--- src/rtl/sgt_pkg.sv ---
// ----------------------------------------------------------------------------
// sgt_pkg: shared types and constants for the slot grid table
// Command codes, register indexes, request/result structs, sequencer states.
// ----------------------------------------------------------------------------
package sgt_pkg;

    // fixed field widths
    localparam int CMD_W     = 3;
    localparam int HANDLE_W  = 16;
    localparam int POS_W     = 3;
    localparam int GEOM_W    = 4;
    localparam int CFG_IDX_W = 1;

    // defaults for the top-level parameters
    localparam int DEF_MAX_ROWS    = 8;
    localparam int DEF_MAX_COLS    = 8;
    localparam int DEF_HANDLE_BITS = 16;

    // geometry register reset values
    localparam logic [GEOM_W-1:0] ROWS_RST = 4'd2;
    localparam logic [GEOM_W-1:0] COLS_RST = 4'd1;

    // register indexes
    localparam logic [CFG_IDX_W-1:0] CFG_ROWS = 1'd0;
    localparam logic [CFG_IDX_W-1:0] CFG_COLS = 1'd1;

    // command codes
    localparam logic [CMD_W-1:0] CMD_ADD     = 3'd0;
    localparam logic [CMD_W-1:0] CMD_REMOVE  = 3'd1;
    localparam logic [CMD_W-1:0] CMD_MOVE    = 3'd2;
    localparam logic [CMD_W-1:0] CMD_COMPACT = 3'd3;
    localparam logic [CMD_W-1:0] CMD_READ    = 3'd4;
    localparam logic [CMD_W-1:0] CMD_CLEAR   = 3'd5;

    typedef struct packed {
        logic [CMD_W-1:0]    command;
        logic [HANDLE_W-1:0] handle;
        logic [POS_W-1:0]    src_row;
        logic [POS_W-1:0]    src_col;
        logic [POS_W-1:0]    dst_row;
        logic [POS_W-1:0]    dst_col;
    } t_cmd;

    typedef struct packed {
        logic                ok;
        logic [POS_W-1:0]    slot_row;
        logic [POS_W-1:0]    slot_col;
        logic [HANDLE_W-1:0] slot_handle;
    } t_res;

    // effective (saturated) active area
    typedef struct packed {
        logic [GEOM_W-1:0] rows;
        logic [GEOM_W-1:0] cols;
    } t_geom;

    typedef enum logic [3:0] {
        ST_INIT,
        ST_IDLE,
        ST_ADD,
        ST_SRC,
        ST_SRC_DATA,
        ST_DST_DATA,
        ST_MV_WA,
        ST_CP_SCAN,
        ST_CP_ZERO,
        ST_CLR,
        ST_FIN
    } t_state;

endpackage

--- src/rtl/slot_grid_table.sv ---
// ----------------------------------------------------------------------------
// slot_grid_table: grid of item slots with add/remove/move/compact/read/clear
// Slot handles live in one dual-port RAM; a sequencer walks it per command.
// ----------------------------------------------------------------------------
//  channel | direction | handshake                | payload
//  in      | request   | i_in_valid / o_in_stall  | command, handle, src/dst row/col
//  out     | result    | o_out_valid / i_out_stall| ok, slot_row, slot_col, slot_handle
//  cfg     | write     | i_cfg_we                 | i_cfg_index, i_cfg_wdata
//
// One request at a time; N = MAX_ROWS*MAX_COLS.
// After reset a clearing pass zeroes all N table entries with o_in_stall high.
// A finished result waits in the output register; a new request is taken
// meanwhile, and its result waits in the sequencer until the register frees.
// ----------------------------------------------------------------------------
module slot_grid_table #(
    parameter int MAX_ROWS    = sgt_pkg::DEF_MAX_ROWS,
    parameter int MAX_COLS    = sgt_pkg::DEF_MAX_COLS,
    parameter int HANDLE_BITS = sgt_pkg::DEF_HANDLE_BITS
) (
    input  logic                          i_clk,
    input  logic                          i_rst_n,
    input  logic                          i_cfg_we,
    input  logic [sgt_pkg::CFG_IDX_W-1:0] i_cfg_index,
    input  logic [sgt_pkg::GEOM_W-1:0]    i_cfg_wdata,
    input  logic                          i_in_valid,
    output logic                          o_in_stall,
    input  logic [sgt_pkg::CMD_W-1:0]     i_command,
    input  logic [sgt_pkg::HANDLE_W-1:0]  i_handle,
    input  logic [sgt_pkg::POS_W-1:0]     i_src_row,
    input  logic [sgt_pkg::POS_W-1:0]     i_src_col,
    input  logic [sgt_pkg::POS_W-1:0]     i_dst_row,
    input  logic [sgt_pkg::POS_W-1:0]     i_dst_col,
    output logic                          o_out_valid,
    input  logic                          i_out_stall,
    output logic                          o_ok,
    output logic [sgt_pkg::POS_W-1:0]     o_slot_row,
    output logic [sgt_pkg::POS_W-1:0]     o_slot_col,
    output logic [sgt_pkg::HANDLE_W-1:0]  o_slot_handle
);

    import sgt_pkg::*;

    localparam int SLOTS = MAX_ROWS * MAX_COLS;
    localparam int AW = (SLOTS > 1) ? $clog2(SLOTS) : 1;

    logic [GEOM_W-1:0] r_rows, r_cols;
    t_geom             w_geom;
    t_cmd              w_req;
    t_res              w_res, r_out;
    logic              w_res_valid, w_out_free, w_busy;
    logic              r_out_valid;

    logic                   w_mem_we;
    logic [AW-1:0]          w_mem_waddr, w_mem_raddr;
    logic [HANDLE_BITS-1:0] w_mem_wdata, w_mem_rdata;

    // geometry registers, raw value kept
    always_ff @(posedge i_clk) begin
        if (!i_rst_n) begin
            r_rows <= ROWS_RST;
            r_cols <= COLS_RST;
        end else if (i_cfg_we) begin
            case (i_cfg_index)
                CFG_ROWS: r_rows <= i_cfg_wdata;
                CFG_COLS: r_cols <= i_cfg_wdata;
                default: ;
            endcase
        end
    end

    // saturate to 1..MAX
    always_comb begin
        w_geom.rows = r_rows;
        w_geom.cols = r_cols;
        if (r_rows == '0) w_geom.rows = 4'd1;
        else if (int'(r_rows) > MAX_ROWS) w_geom.rows = GEOM_W'(MAX_ROWS);
        if (r_cols == '0) w_geom.cols = 4'd1;
        else if (int'(r_cols) > MAX_COLS) w_geom.cols = GEOM_W'(MAX_COLS);
    end

    assign w_req.command = i_command;
    assign w_req.handle  = i_handle;
    assign w_req.src_row = i_src_row;
    assign w_req.src_col = i_src_col;
    assign w_req.dst_row = i_dst_row;
    assign w_req.dst_col = i_dst_col;

    sgt_ram #(
        .WIDTH (HANDLE_BITS),
        .DEPTH (SLOTS)
    ) u_ram (
        .i_clk   (i_clk),
        .i_we    (w_mem_we),
        .i_waddr (w_mem_waddr),
        .i_wdata (w_mem_wdata),
        .i_raddr (w_mem_raddr),
        .o_rdata (w_mem_rdata)
    );

    sgt_ctrl #(
        .MAX_ROWS    (MAX_ROWS),
        .MAX_COLS    (MAX_COLS),
        .HANDLE_BITS (HANDLE_BITS)
    ) u_ctrl (
        .i_clk       (i_clk),
        .i_rst_n     (i_rst_n),
        .i_req_valid (i_in_valid),
        .o_busy      (w_busy),
        .i_req       (w_req),
        .i_geom      (w_geom),
        .o_res_valid (w_res_valid),
        .i_res_ready (w_out_free),
        .o_res       (w_res),
        .o_mem_we    (w_mem_we),
        .o_mem_waddr (w_mem_waddr),
        .o_mem_wdata (w_mem_wdata),
        .o_mem_raddr (w_mem_raddr),
        .i_mem_rdata (w_mem_rdata)
    );

    // output register
    assign w_out_free = !r_out_valid || !i_out_stall;

    always_ff @(posedge i_clk) begin
        if (!i_rst_n) begin
            r_out_valid <= 1'b0;
        end else if (w_res_valid && w_out_free) begin
            r_out_valid <= 1'b1;
        end else if (!i_out_stall) begin
            r_out_valid <= 1'b0;
        end
    end

    always_ff @(posedge i_clk) begin
        if (w_res_valid && w_out_free) r_out <= w_res;
    end

    assign o_in_stall    = w_busy;
    assign o_out_valid   = r_out_valid;
    assign o_ok          = r_out.ok;
    assign o_slot_row    = r_out.slot_row;
    assign o_slot_col    = r_out.slot_col;
    assign o_slot_handle = r_out.slot_handle;

    // table is being cleared right after reset
    a_init_stall: assert property (@(posedge i_clk)
        $past(!i_rst_n) && i_rst_n |-> o_in_stall)
        else $error("request taken during clearing pass");

    a_one_request: assert property (@(posedge i_clk) disable iff (!i_rst_n)
        i_in_valid && !o_in_stall |=> o_in_stall)
        else $error("second request taken while one is in process");

    a_fail_zero: assert property (@(posedge i_clk) disable iff (!i_rst_n)
        o_out_valid && !o_ok |-> o_slot_row == '0 && o_slot_col == '0
                                 && o_slot_handle == '0)
        else $error("failed result carries nonzero fields");

    a_handle_ok: assert property (@(posedge i_clk) disable iff (!i_rst_n)
        o_out_valid && o_slot_handle != '0 |-> o_ok)
        else $error("handle returned without success");

endmodule

--- src/rtl/sgt_ram.sv ---
// ----------------------------------------------------------------------------
// sgt_ram: generic simple dual-port RAM
// One write port, one read port with registered read data.
// ----------------------------------------------------------------------------
module sgt_ram #(
    parameter int WIDTH = 16,
    parameter int DEPTH = 64,
    localparam int AW = (DEPTH > 1) ? $clog2(DEPTH) : 1
) (
    input  logic             i_clk,
    input  logic             i_we,
    input  logic [AW-1:0]    i_waddr,
    input  logic [WIDTH-1:0] i_wdata,
    input  logic [AW-1:0]    i_raddr,
    output logic [WIDTH-1:0] o_rdata
);

    logic [WIDTH-1:0] r_mem [DEPTH];
    logic [WIDTH-1:0] r_rdata;

    always_ff @(posedge i_clk) begin
        if (i_we) begin
            r_mem[i_waddr] <= i_wdata;
        end
        r_rdata <= r_mem[i_raddr];
    end

    assign o_rdata = r_rdata;

endmodule

--- src/rtl/sgt_ctrl.sv ---
// ----------------------------------------------------------------------------
// sgt_ctrl: command sequencer for the slot grid table
// Walks the slot memory one read per cycle, does the read-modify-write of
// each command and holds the result until the output side takes it.
// ----------------------------------------------------------------------------
module sgt_ctrl #(
    parameter int MAX_ROWS    = sgt_pkg::DEF_MAX_ROWS,
    parameter int MAX_COLS    = sgt_pkg::DEF_MAX_COLS,
    parameter int HANDLE_BITS = sgt_pkg::DEF_HANDLE_BITS,
    localparam int SLOTS = MAX_ROWS * MAX_COLS,
    localparam int AW = (SLOTS > 1) ? $clog2(SLOTS) : 1
) (
    input  logic                   i_clk,
    input  logic                   i_rst_n,
    input  logic                   i_req_valid,
    output logic                   o_busy,
    input  sgt_pkg::t_cmd          i_req,
    input  sgt_pkg::t_geom         i_geom,
    output logic                   o_res_valid,
    input  logic                   i_res_ready,
    output sgt_pkg::t_res          o_res,
    output logic                   o_mem_we,
    output logic [AW-1:0]          o_mem_waddr,
    output logic [HANDLE_BITS-1:0] o_mem_wdata,
    output logic [AW-1:0]          o_mem_raddr,
    input  logic [HANDLE_BITS-1:0] i_mem_rdata
);

    import sgt_pkg::*;

    localparam logic [AW-1:0] LAST_ADDR = AW'(SLOTS - 1);

    t_state r_state, n_state;
    t_cmd   r_cmd, n_cmd;
    t_res   r_res, n_res;

    // read cursor, position of the data returning this cycle, write cursor
    logic [GEOM_W-1:0] r_row, n_row, r_col, n_col;
    logic              r_end, n_end;
    logic              r_dv, n_dv;
    logic [GEOM_W-1:0] r_prow, n_prow, r_pcol, n_pcol;
    logic [GEOM_W-1:0] r_wrow, n_wrow, r_wcol, n_wcol;
    logic              r_wend, n_wend;
    logic [AW-1:0]     r_lin, n_lin;
    logic [HANDLE_BITS-1:0] r_va, n_va;

    logic [HANDLE_BITS-1:0] w_h;
    logic w_rd_zero;
    logic w_rcol_wrap, w_rrow_last, w_wcol_wrap, w_wrow_last;
    logic w_src_in, w_dst_in, w_req_src_in, w_req_dst_in;

    function automatic logic [AW-1:0] slot_addr(logic [GEOM_W-1:0] row,
                                                logic [GEOM_W-1:0] col);
        slot_addr = AW'(int'(row) * MAX_COLS + int'(col));
    endfunction

    function automatic logic in_area(logic [POS_W-1:0] row, logic [POS_W-1:0] col,
                                     t_geom geom);
        in_area = ({1'b0, row} < geom.rows) && ({1'b0, col} < geom.cols);
    endfunction

    assign w_h         = HANDLE_BITS'({{HANDLE_BITS{1'b0}}, r_cmd.handle});
    assign w_rd_zero   = (i_mem_rdata == '0);
    assign w_rcol_wrap = (r_col + 4'd1 == i_geom.cols);
    assign w_rrow_last = (r_row + 4'd1 == i_geom.rows);
    assign w_wcol_wrap = (r_wcol + 4'd1 == i_geom.cols);
    assign w_wrow_last = (r_wrow + 4'd1 == i_geom.rows);
    assign w_src_in    = in_area(r_cmd.src_row, r_cmd.src_col, i_geom);
    assign w_dst_in    = in_area(r_cmd.dst_row, r_cmd.dst_col, i_geom);
    assign w_req_src_in = in_area(i_req.src_row, i_req.src_col, i_geom);
    assign w_req_dst_in = in_area(i_req.dst_row, i_req.dst_col, i_geom);

    // next state
    always_comb begin
        n_state = r_state;
        case (r_state)
            ST_INIT: begin
                if (r_lin == LAST_ADDR) n_state = ST_IDLE;
            end
            ST_IDLE: begin
                if (i_req_valid) begin
                    case (i_req.command)
                        CMD_ADD: n_state = ST_ADD;
                        CMD_REMOVE, CMD_READ: n_state = w_req_src_in ? ST_SRC : ST_FIN;
                        CMD_MOVE: begin
                            n_state = (w_req_src_in && w_req_dst_in) ? ST_SRC : ST_FIN;
                        end
                        CMD_COMPACT: n_state = ST_CP_SCAN;
                        CMD_CLEAR: n_state = ST_CLR;
                        default: n_state = ST_FIN;
                    endcase
                end
            end
            ST_ADD: begin
                if (w_h == '0 || (r_dv && w_rd_zero) || (!r_dv && r_end)) begin
                    n_state = ST_FIN;
                end
            end
            ST_SRC: n_state = ST_SRC_DATA;
            ST_SRC_DATA: begin
                n_state = (r_cmd.command == CMD_MOVE && !w_rd_zero) ? ST_DST_DATA : ST_FIN;
            end
            ST_DST_DATA: n_state = ST_MV_WA;
            ST_MV_WA: n_state = ST_FIN;
            ST_CP_SCAN: begin
                if (!r_dv && r_end) n_state = ST_CP_ZERO;
            end
            ST_CP_ZERO: begin
                if (r_wend) n_state = ST_FIN;
            end
            ST_CLR: begin
                if (r_lin == LAST_ADDR) n_state = ST_FIN;
            end
            ST_FIN: begin
                if (i_res_ready) n_state = ST_IDLE;
            end
            default: n_state = ST_IDLE;
        endcase
    end

    // datapath and memory control
    always_comb begin
        n_cmd  = r_cmd;
        n_res  = r_res;
        n_row  = r_row;
        n_col  = r_col;
        n_end  = r_end;
        n_dv   = 1'b0;
        n_prow = r_prow;
        n_pcol = r_pcol;
        n_wrow = r_wrow;
        n_wcol = r_wcol;
        n_wend = r_wend;
        n_lin  = r_lin;
        n_va   = r_va;
        o_mem_we    = 1'b0;
        o_mem_waddr = slot_addr(r_prow, r_pcol);
        o_mem_wdata = '0;
        o_mem_raddr = slot_addr(r_row, r_col);
        o_busy      = (r_state != ST_IDLE);
        o_res_valid = (r_state == ST_FIN);

        // sweeping states issue one read per cycle at the cursor
        if ((r_state == ST_ADD || r_state == ST_CP_SCAN) && !r_end) begin
            n_dv   = 1'b1;
            n_prow = r_row;
            n_pcol = r_col;
            if (w_rcol_wrap) begin
                if (w_rrow_last) begin
                    n_end = 1'b1;
                end else begin
                    n_col = '0;
                    n_row = r_row + 4'd1;
                end
            end else begin
                n_col = r_col + 4'd1;
            end
        end

        case (r_state)
            ST_INIT, ST_CLR: begin
                o_mem_we    = 1'b1;
                o_mem_waddr = r_lin;
                n_lin       = r_lin + 1'b1;
                if (r_state == ST_CLR && r_lin == LAST_ADDR) n_res.ok = 1'b1;
            end
            ST_IDLE: begin
                if (i_req_valid) n_cmd = i_req;
                n_res  = '0;
                n_row  = '0;
                n_col  = '0;
                n_end  = 1'b0;
                n_wrow = '0;
                n_wcol = '0;
                n_wend = 1'b0;
                n_lin  = '0;
            end
            ST_ADD: begin
                if (r_dv && w_rd_zero && w_h != '0) begin
                    o_mem_we       = 1'b1;
                    o_mem_wdata    = w_h;
                    n_res.ok       = 1'b1;
                    n_res.slot_row = r_prow[POS_W-1:0];
                    n_res.slot_col = r_pcol[POS_W-1:0];
                end
            end
            ST_SRC: begin
                o_mem_raddr = slot_addr({1'b0, r_cmd.src_row}, {1'b0, r_cmd.src_col});
            end
            ST_SRC_DATA: begin
                o_mem_waddr = slot_addr({1'b0, r_cmd.src_row}, {1'b0, r_cmd.src_col});
                o_mem_raddr = slot_addr({1'b0, r_cmd.dst_row}, {1'b0, r_cmd.dst_col});
                if (!w_rd_zero) begin
                    if (r_cmd.command == CMD_MOVE) begin
                        n_va = i_mem_rdata;
                    end else begin
                        n_res.ok          = 1'b1;
                        n_res.slot_handle = HANDLE_W'({{HANDLE_W{1'b0}}, i_mem_rdata});
                        o_mem_we          = (r_cmd.command == CMD_REMOVE);
                    end
                end
            end
            ST_DST_DATA: begin
                // write the source item to the destination, keep the old one
                o_mem_we    = 1'b1;
                o_mem_waddr = slot_addr({1'b0, r_cmd.dst_row}, {1'b0, r_cmd.dst_col});
                o_mem_wdata = r_va;
                n_va        = i_mem_rdata;
            end
            ST_MV_WA: begin
                o_mem_we    = 1'b1;
                o_mem_waddr = slot_addr({1'b0, r_cmd.src_row}, {1'b0, r_cmd.src_col});
                o_mem_wdata = r_va;
                n_res.ok    = 1'b1;
            end
            ST_CP_SCAN, ST_CP_ZERO: begin
                // write cursor trails the read cursor, so packing is in place
                o_mem_waddr = slot_addr(r_wrow, r_wcol);
                if (r_state == ST_CP_SCAN) begin
                    o_mem_we    = r_dv && !w_rd_zero;
                    o_mem_wdata = i_mem_rdata;
                end else begin
                    o_mem_we = !r_wend;
                    if (r_wend) n_res.ok = 1'b1;
                end
                if (o_mem_we) begin
                    if (w_wcol_wrap) begin
                        if (w_wrow_last) begin
                            n_wend = 1'b1;
                        end else begin
                            n_wcol = '0;
                            n_wrow = r_wrow + 4'd1;
                        end
                    end else begin
                        n_wcol = r_wcol + 4'd1;
                    end
                end
            end
            default: ;
        endcase
    end

    always_ff @(posedge i_clk) begin
        if (!i_rst_n) begin
            r_state <= ST_INIT;
            r_lin   <= '0;
            r_dv    <= 1'b0;
            r_end   <= 1'b0;
            r_wend  <= 1'b0;
        end else begin
            r_state <= n_state;
            r_lin   <= n_lin;
            r_dv    <= n_dv;
            r_end   <= n_end;
            r_wend  <= n_wend;
        end
    end

    always_ff @(posedge i_clk) begin
        r_cmd  <= n_cmd;
        r_res  <= n_res;
        r_row  <= n_row;
        r_col  <= n_col;
        r_prow <= n_prow;
        r_pcol <= n_pcol;
        r_wrow <= n_wrow;
        r_wcol <= n_wcol;
        r_va   <= n_va;
    end

    assign o_res = r_res;

endmodule

--- config.mk ---
export PLATFORM = sky130hd
export DESIGN_NAME = slot_grid_table
export DESIGN_NICKNAME = d
export VERILOG_FILES = /design/src/rtl/sgt_pkg.sv /design/src/rtl/slot_grid_table.sv /design/src/rtl/sgt_ram.sv /design/src/rtl/sgt_ctrl.sv
export SDC_FILE = /design/constraint.sdc
export NUM_CORES = 2
export LEC_CHECK = 0
export BUFFER_PORTS_ARGS = -buffer_cell sky130_fd_sc_hd__buf_2
export CAP_MARGIN = 5
export CORE_UTILIZATION = 59
export CTS_BUF_LIST = sky130_fd_sc_hd__clkbuf_8
export DETAILED_ROUTE_END_ITERATION = 8
export HOLD_SLACK_MARGIN = 0.12
export PLACE_DENSITY_LB_ADDON = 0.05
export REMOVE_ABC_BUFFERS = 1
export SYNTH_ARGS = -nofsm -noshare
export SYNTH_HDL_FRONTEND = slang
export SYNTH_HIERARCHICAL = 1
export SYNTH_SLANG_ARGS = --single-unit
--- constraint.sdc ---
create_clock -name i_clk -period 3.4 [get_ports i_clk]
set_clock_uncertainty 0.05 [all_clocks]
set_input_delay 0 -clock i_clk [delete_from_list [all_inputs] [get_ports i_clk]]
set_output_delay 0 -clock i_clk [all_outputs]
set_load 0.03 [all_outputs]
-- Yosys cells after proc, flatten, opt, wreduce, memory -nomap -nowiden
Memories as Yosys holds them, arrays and structs flattened. A register that Yosys moved wholly into a read port is not among the register bits.
Index checks and enable logic that the tools add are counted.
Widths: inputs -> output; s select.
- register bits after elaboration: 138
- RAM bits: 1024
- bits of input ports: 41
- output and inout bits: 25
- logic and storage cells: 209
- memories: 1
- add/sub/neg operators: 10
- magnitude comparators: 6
- equality and inequality tests: 44
- muxes and demuxes: 61
- bitwise gates (word level): 3
- reductions and logical operators: 55
- memory list (name ; words ; bits a word ; rd ports ; clocked after Yosys merged registers in ; wr ports ; RTL line ; text):
    u_ram.r_mem ; 64 ; 16 ; 1 ; 1 ; 1 ; sgt_ram.sv:18 ; logic [WIDTH-1:0] r_mem [DEPTH];
- operators by type and width (operator ; count):
    $mux 16 ; 6
    $mux 4 ; 22
    $pmux 16 s2 ; 2
    $pmux 16 s3 ; 1
    $pmux 4 s11 ; 1
    $pmux 6 s2 ; 3
    $logic_not 16->1 ; 2
    $ne 2x1->1 const B ; 13
    $pmux 6 s4 ; 1
    $pmux 4 s5 ; 1
    $add 6x4->6 ; 3
    $mux 1 ; 18
    $add 4x1->4 const B ; 4
    $eq 4x3->1 const B ; 4
    $eq 4x4->1 ; 4
    $lt 3x4->1 ; 4
    $pmux 4 s2 ; 2
    $reduce_bool 16->1 ; 1
    $reduce_and 3->1 ; 5
    $ne 2x2->1 const B ; 7
    $reduce_and 7->1 ; 2
    $add 6x3->6 ; 2
    $eq 4x4->1 const B ; 3
    $logic_not 4->1 ; 3
    25 further kinds ; 65

-- Depth between registers and ports, before layout
- word-level depth: 10
- gate-level depth with buffers: 16
- gate-level depth less buffers: 10

-- Cells and area by module
The synthesis kept the hierarchy.
- by module, submodules not included (module ; times used ; cells an instance ; area an instance (um^2)):
    sgt_ram ; 1 ; 1835 ; 40073.4
    sgt_ctrl ; 1 ; 474 ; 5356.4
    slot_grid_table ; 1 ; 71 ; 1107.3

-- Least setup slack after synthesis
OpenSTA, ideal clock, no wires.
- kind: reg2reg
- start: reg u_ctrl.r_state[2]
- end: mem u_ram.r_mem[44][0] (enable)
- library setup time: 0.409 ns
- arrival: 3.284 ns
- setup slack: -0.344 ns
- stages on the path, launching flop included: 10
- buffers on the path: 3
- period minus slack after synthesis: 3.744 ns
- cells stage by stage: dfxtp_1 > clkbuf_1 > clkbuf_1 > nor2_1 > a21o_1 > a222oi_1 > nand3_1 > clkbuf_1 > nand4b_1 > nor3_1
- elaborated cells on any way between the ends: 18
- those cells by class: 7 x eq/ne; 6 x mux; 5 x reduce/logical
- RTL lines (item ; RTL line ; text):
    from (decl) ; sgt_ctrl.sv:33 ; t_state r_state, n_state;
    from (signal assigned) ; sgt_ctrl.sv:251 ; r_state <= n_state;
    $eq 4x4->1 (tied with other cells) ; sgt_ctrl.sv:160 ; case (r_state)
    $reduce_or 2->1 (on tied branches) ; n/a ;
    $pmux 6 s4 * ; sgt_ctrl.sv:160 ;
    via w_mem_waddr[4] ; slot_grid_table.sv:54 ; logic [AW-1:0] w_mem_waddr, w_mem_raddr;
    to (decl) ; sgt_ram.sv:18 ;
Mark *: on every way through the listed nets, which the timed path passes. The rest lies on a longest branch. The select of a mux whose other input is x is not followed.

-- Worst setup path after layout
- start: reg u_ctrl.r_state[3]
- end: reg u_ram.r_rdata[11] (netlist: u_ram/o_rdata[11]), read port of u_ram.r_mem
- cells in the longest elaborated chain, start to end: 2
- elaborated cells on any way between the ends: 3
- those cells by class: 2 x eq/ne; 1 x mux
- RTL lines (item ; RTL line ; text):
    $eq 4x3->1 / $eq 4x2->1 (equally long branches) ; n/a ;
    $pmux 6 s2 * ; sgt_ctrl.sv:160 ;
    via w_mem_raddr[0] ; slot_grid_table.sv:54 ;
    to (decl) ; sgt_ram.sv:19 ; logic [WIDTH-1:0] r_rdata;
Mark *: on every way through the listed nets, which the timed path passes. The rest lies on a longest branch.
A chain may end at the register's enable or synchronous reset.

==> impl_metrics.yaml <==
yosys:
  synth_enable_flop_cells: 1132
  seq_area_frac_synth: 0.7502
  netlist_area_mm2: 0.04654
  postSynthAreaPerCell_um2: 19.55
  postSynthCellCount: 2380
  ys.flop_type: "edfxtp_1"
  ys_warn_count: 6
  async_reset_ff_frac: 0
  synth_cell_types: 73
  ys_ff_latch: 1178
critical_path:
  r2r_start: "u_ctrl/r_state[3]"
  cp-startpoint: "u_ctrl/r_state[3]"
  crit_required_ns: 4.04
  crit_family: "compound AO/OA/AOI/OAI gates"
  crit_type: "flip-flop to flip-flop"
  cp_slowest_cell: "a22oi_1"
  crit_path_max_incr_delay_ns: 0.47
  path_buf_inv: 2
  worstPathArrival_ns: 4.10
  path_cells: "nand2b_1 > nor3_2 > a22oi_1 > nand2_8 > buf_4 > mux4_2 > mux2i_1 > a22oi_1 > a31oi_1 > buf_4 > a311oi_2"
  endpoint_kind: "flip-flop"
  crit_fanout: 9
  worstSetupStartpointType: "flip-flop"
sta:
  fin_crit_sh: 1.017
  rsz0062_at_grt: "true"
  finalHoldViolCount: 0
  drv_slew: 0
  fmaxAchievable_mhz: 289.2
  slew_headroom: 0.3221
  final.setup.tns_ns: -0.06891
  worst_slack_ns: -0.05838
  setup_viol: 2
  worstMarginPinSlew_ns: 1.017
  fin_crit_ns: 3.458
cts:
  cts_max_level: 4
  cts-buffers-inserted: 182
  insertion_delay_ns: 0.85
  clock_sinks: 1178
  cts_tree: "built"
  cts-root-buf: "clkbuf_8"
  clockBufferDepth: 3
  clk_pin_slew_worst_paths_ns: 0.07
finish:
  final_nets: 2860
  layout-drive-gt1-share: 0.2811
  final_area_mm2: 0.05418
  final_cells: 3991
  multi_input_area_mm2: 0.01093
  nFillCells: 4920
  regArea_mm2: 0.03491
  areaGrowthSynthToFinish_pct: 16.42
placement:
  hpwl_mm: 72.05
  place_congestion: 0.9261
  port_buffers: 65
  place_area_mm2: 0.04967
  dp.cells: 3564
pwr:
  vdd_ir_drop_max_mv: 0.4266
  p_leak_nw: 18.80
  p_per_area_mw_per_mm2: 506.6
global_routing:
  grt.overflow.total: 0
  grt_pass1_vias: 25255
  groute.usage.overall: 0.2943
  antenna_found_initial: 2
  grt_pass1_wl_mm: 166.9
  grt_max_degree: 65
floorplanning:
  num_rows: 102
  io_pins: 66
  dieArea_mm2: 0.08000
  core_mm2: 0.07772
  start_util: 0.5988
  die_h_um: 282.9
  die_w_um: 282.9
job:
  maxCapViolCount: 0
run_status:
  status: "finished, violations left"
  violations: "design-rule violations, negative setup slack"
route:
  totalWireLength_mm: 114.7
  wl_per_cell_um: 28.75
  drc: 11
  ant_nets: 0
  viasPerCell: 6.280
  drtIter0Drc: 2727
  first_pass_iters: 9
  vias: 25062
hold_path:
  hold_path.class: "primary input to flip-flop"
  hp-start: "i_rst_n"
==> area by class of cell <==
class | count | share of cell area
inverters | 29 | 0.002009
repair buffers | 363 | 0.06450
flip-flops and latches | 1178 | 0.6444
well taps | 1040 | 0.02402
diodes | 2 | 0.00009238
multi-input cells | 1046 | 0.2018
clock buffers | 187 | 0.04751
clock inverters | 146 | 0.01568
==> final timing paths <==
path / cells after the start / endpoint / slack (ns)
hold / removal: 4 / u_ctrl/r_state[2] / 0.19
setup reg to reg: 11 / u_ram/o_rdata[11] / -0.06
hold reg to reg: 0 / o_slot_row[0] / 0.36
setup / recovery: 11 / u_ram/o_rdata[11] / -0.06
==> sequential cells by signal, summed over array words and instances, names as in the netlist, 6 cells and up <==
name	count
u_ram/r_mem	1024
u_ctrl/o_res	23
o_slot_handle	16
u_ctrl/r_va	16
u_ctrl/w_h	16
u_ram/o_rdata	16
u_ctrl/r_cmd	15
u_ctrl/r_lin	6
==> worst reg2reg max path, cell delays in order (launching register included) <==
cell and delay [ns]:
dfxtp_1 0.37, nand2b_1 0.18, nor3_2 0.07, a22oi_1 0.41, nand2_8 0.22, buf_4 0.28, mux4_2 0.38, mux2i_1 0.11
a22oi_1 0.47, a31oi_1 0.20, buf_4 0.17, a311oi_2 0.38
==> per-layer routing <==
metal / vias to the layer above / global-route usage / share of wire
met5: - / 0 / 0
met4: 0 / 0.08884 / 0.025
met3: 205 / 0.05352 / 0.076
met2: 1112 / 0.4645 / 0.48
met1: 13116 / 0.4246 / 0.42
li1: 10629 / - / -
==> cell families after synthesis <==
family | share of synthesized area
adder cells (fa/ha/maj) | 0.005108
multiplexers | 0.1359
AO/OA/AOI/OAI | 0.03554
XOR/XNOR | 0.006587
buffers and inverters | 0.01998
AND/OR/NAND/NOR | 0.04667
flip-flops | 0.7502
==> cell usage in the layout, fill, tap and decap left out, types with 52 or more instances in the layout <==
master | netlist | final
mux2i_1 | 94 | 93
clkbuf_8 | 0 | 187
clkinv_1 | 0 | 52
buf_2 | 40 | 65
nand2_1 | 112 | 106
inv_1 | 29 | 65
edfxtp_1 | 1132 | 1132
nor2_1 | 102 | 100
mux4_2 | 218 | 218
buf_4 | 13 | 150
dlygate4sd3_1 | 0 | 90
buf_12 | 7 | 54
==> what timing repair did <==
| action | CTS | global route |
|---|---|---|
| gates resized for setup | 11 | 24 |
| endpoints found under the hold margin | 107 | 0 |
| hold buffers | 90 | 0 |
| cloned | 0 | 0 |
| pin swaps | 1 | 1 |
| setup buffers | 1 | 1 |
| endpoints found under the setup margin | 38 | 902 |
==> stage by stage <==
stage | hold slack [ns] | setup slack, ns | total power, mW | util
3_5_place_dp | 0.1298 | -0.2006 | 16.56 | 0.6390
3_3_place_gp | 0.1303 | -0.2390 | 16.55 | 0.6390
2_1_floorplan | 0.03887 | -10.35 | 16.30 | -
5_1_grt | 0.1754 | -0.1426 | 28.32 | 0.6971
4_1_cts | 0.1252 | 0.008775 | 27.65 | 0.6955
6_report | 0.1935 | -0.05838 | 27.44 | 0.6971
==> synthesized netlist by cell type, drive strengths merged, types with 6 or more instances <==
| cell type | number | area share |
|---|---|---|
| a211o | 9 | 0.0017 |
| a211oi | 11 | 0.0018 |
| a21oi | 30 | 0.0032 |
| a221o | 7 | 0.0015 |
| a221oi | 17 | 0.0032 |
| a222oi | 22 | 0.0047 |
| a22o | 7 | 0.0013 |
| a22oi | 45 | 0.0073 |
| a311oi | 9 | 0.0017 |
| a31oi | 13 | 0.0017 |
| and2 | 26 | 0.0036 |
| and3 | 8 | 0.0011 |
| and4 | 6 | 0.0011 |
| buf | 83 | 0.014 |
| clkbuf | 44 | 0.0035 |
| dfxtp | 46 | 0.020 |
| edfxtp | 1132 | 0.73 |
| ha | 19 | 0.0051 |
| inv | 29 | 0.0023 |
| mux2 | 28 | 0.0068 |
| mux2i | 94 | 0.020 |
| mux4 | 224 | 0.11 |
| nand2 | 113 | 0.0093 |
| nand2b | 13 | 0.0017 |
| nand3 | 39 | 0.0042 |
| nand4 | 18 | 0.0024 |
| nor2 | 103 | 0.0084 |
| nor2b | 40 | 0.0055 |
| nor3 | 19 | 0.0022 |
| nor4 | 15 | 0.0027 |
| o21ai | 25 | 0.0027 |
| xnor2 | 17 | 0.0032 |
| xor2 | 18 | 0.0034 |
==> where the power goes <==
part           total [mW]  switching [mW]  leakage (nW)  internal (mW)
clock                11.1            5.42          1.94           5.67
combinational       0.517           0.283          5.07          0.234
sequential           15.8          0.0631          11.8           15.8
No activity file was read; power rests on OpenSTA's default activity.
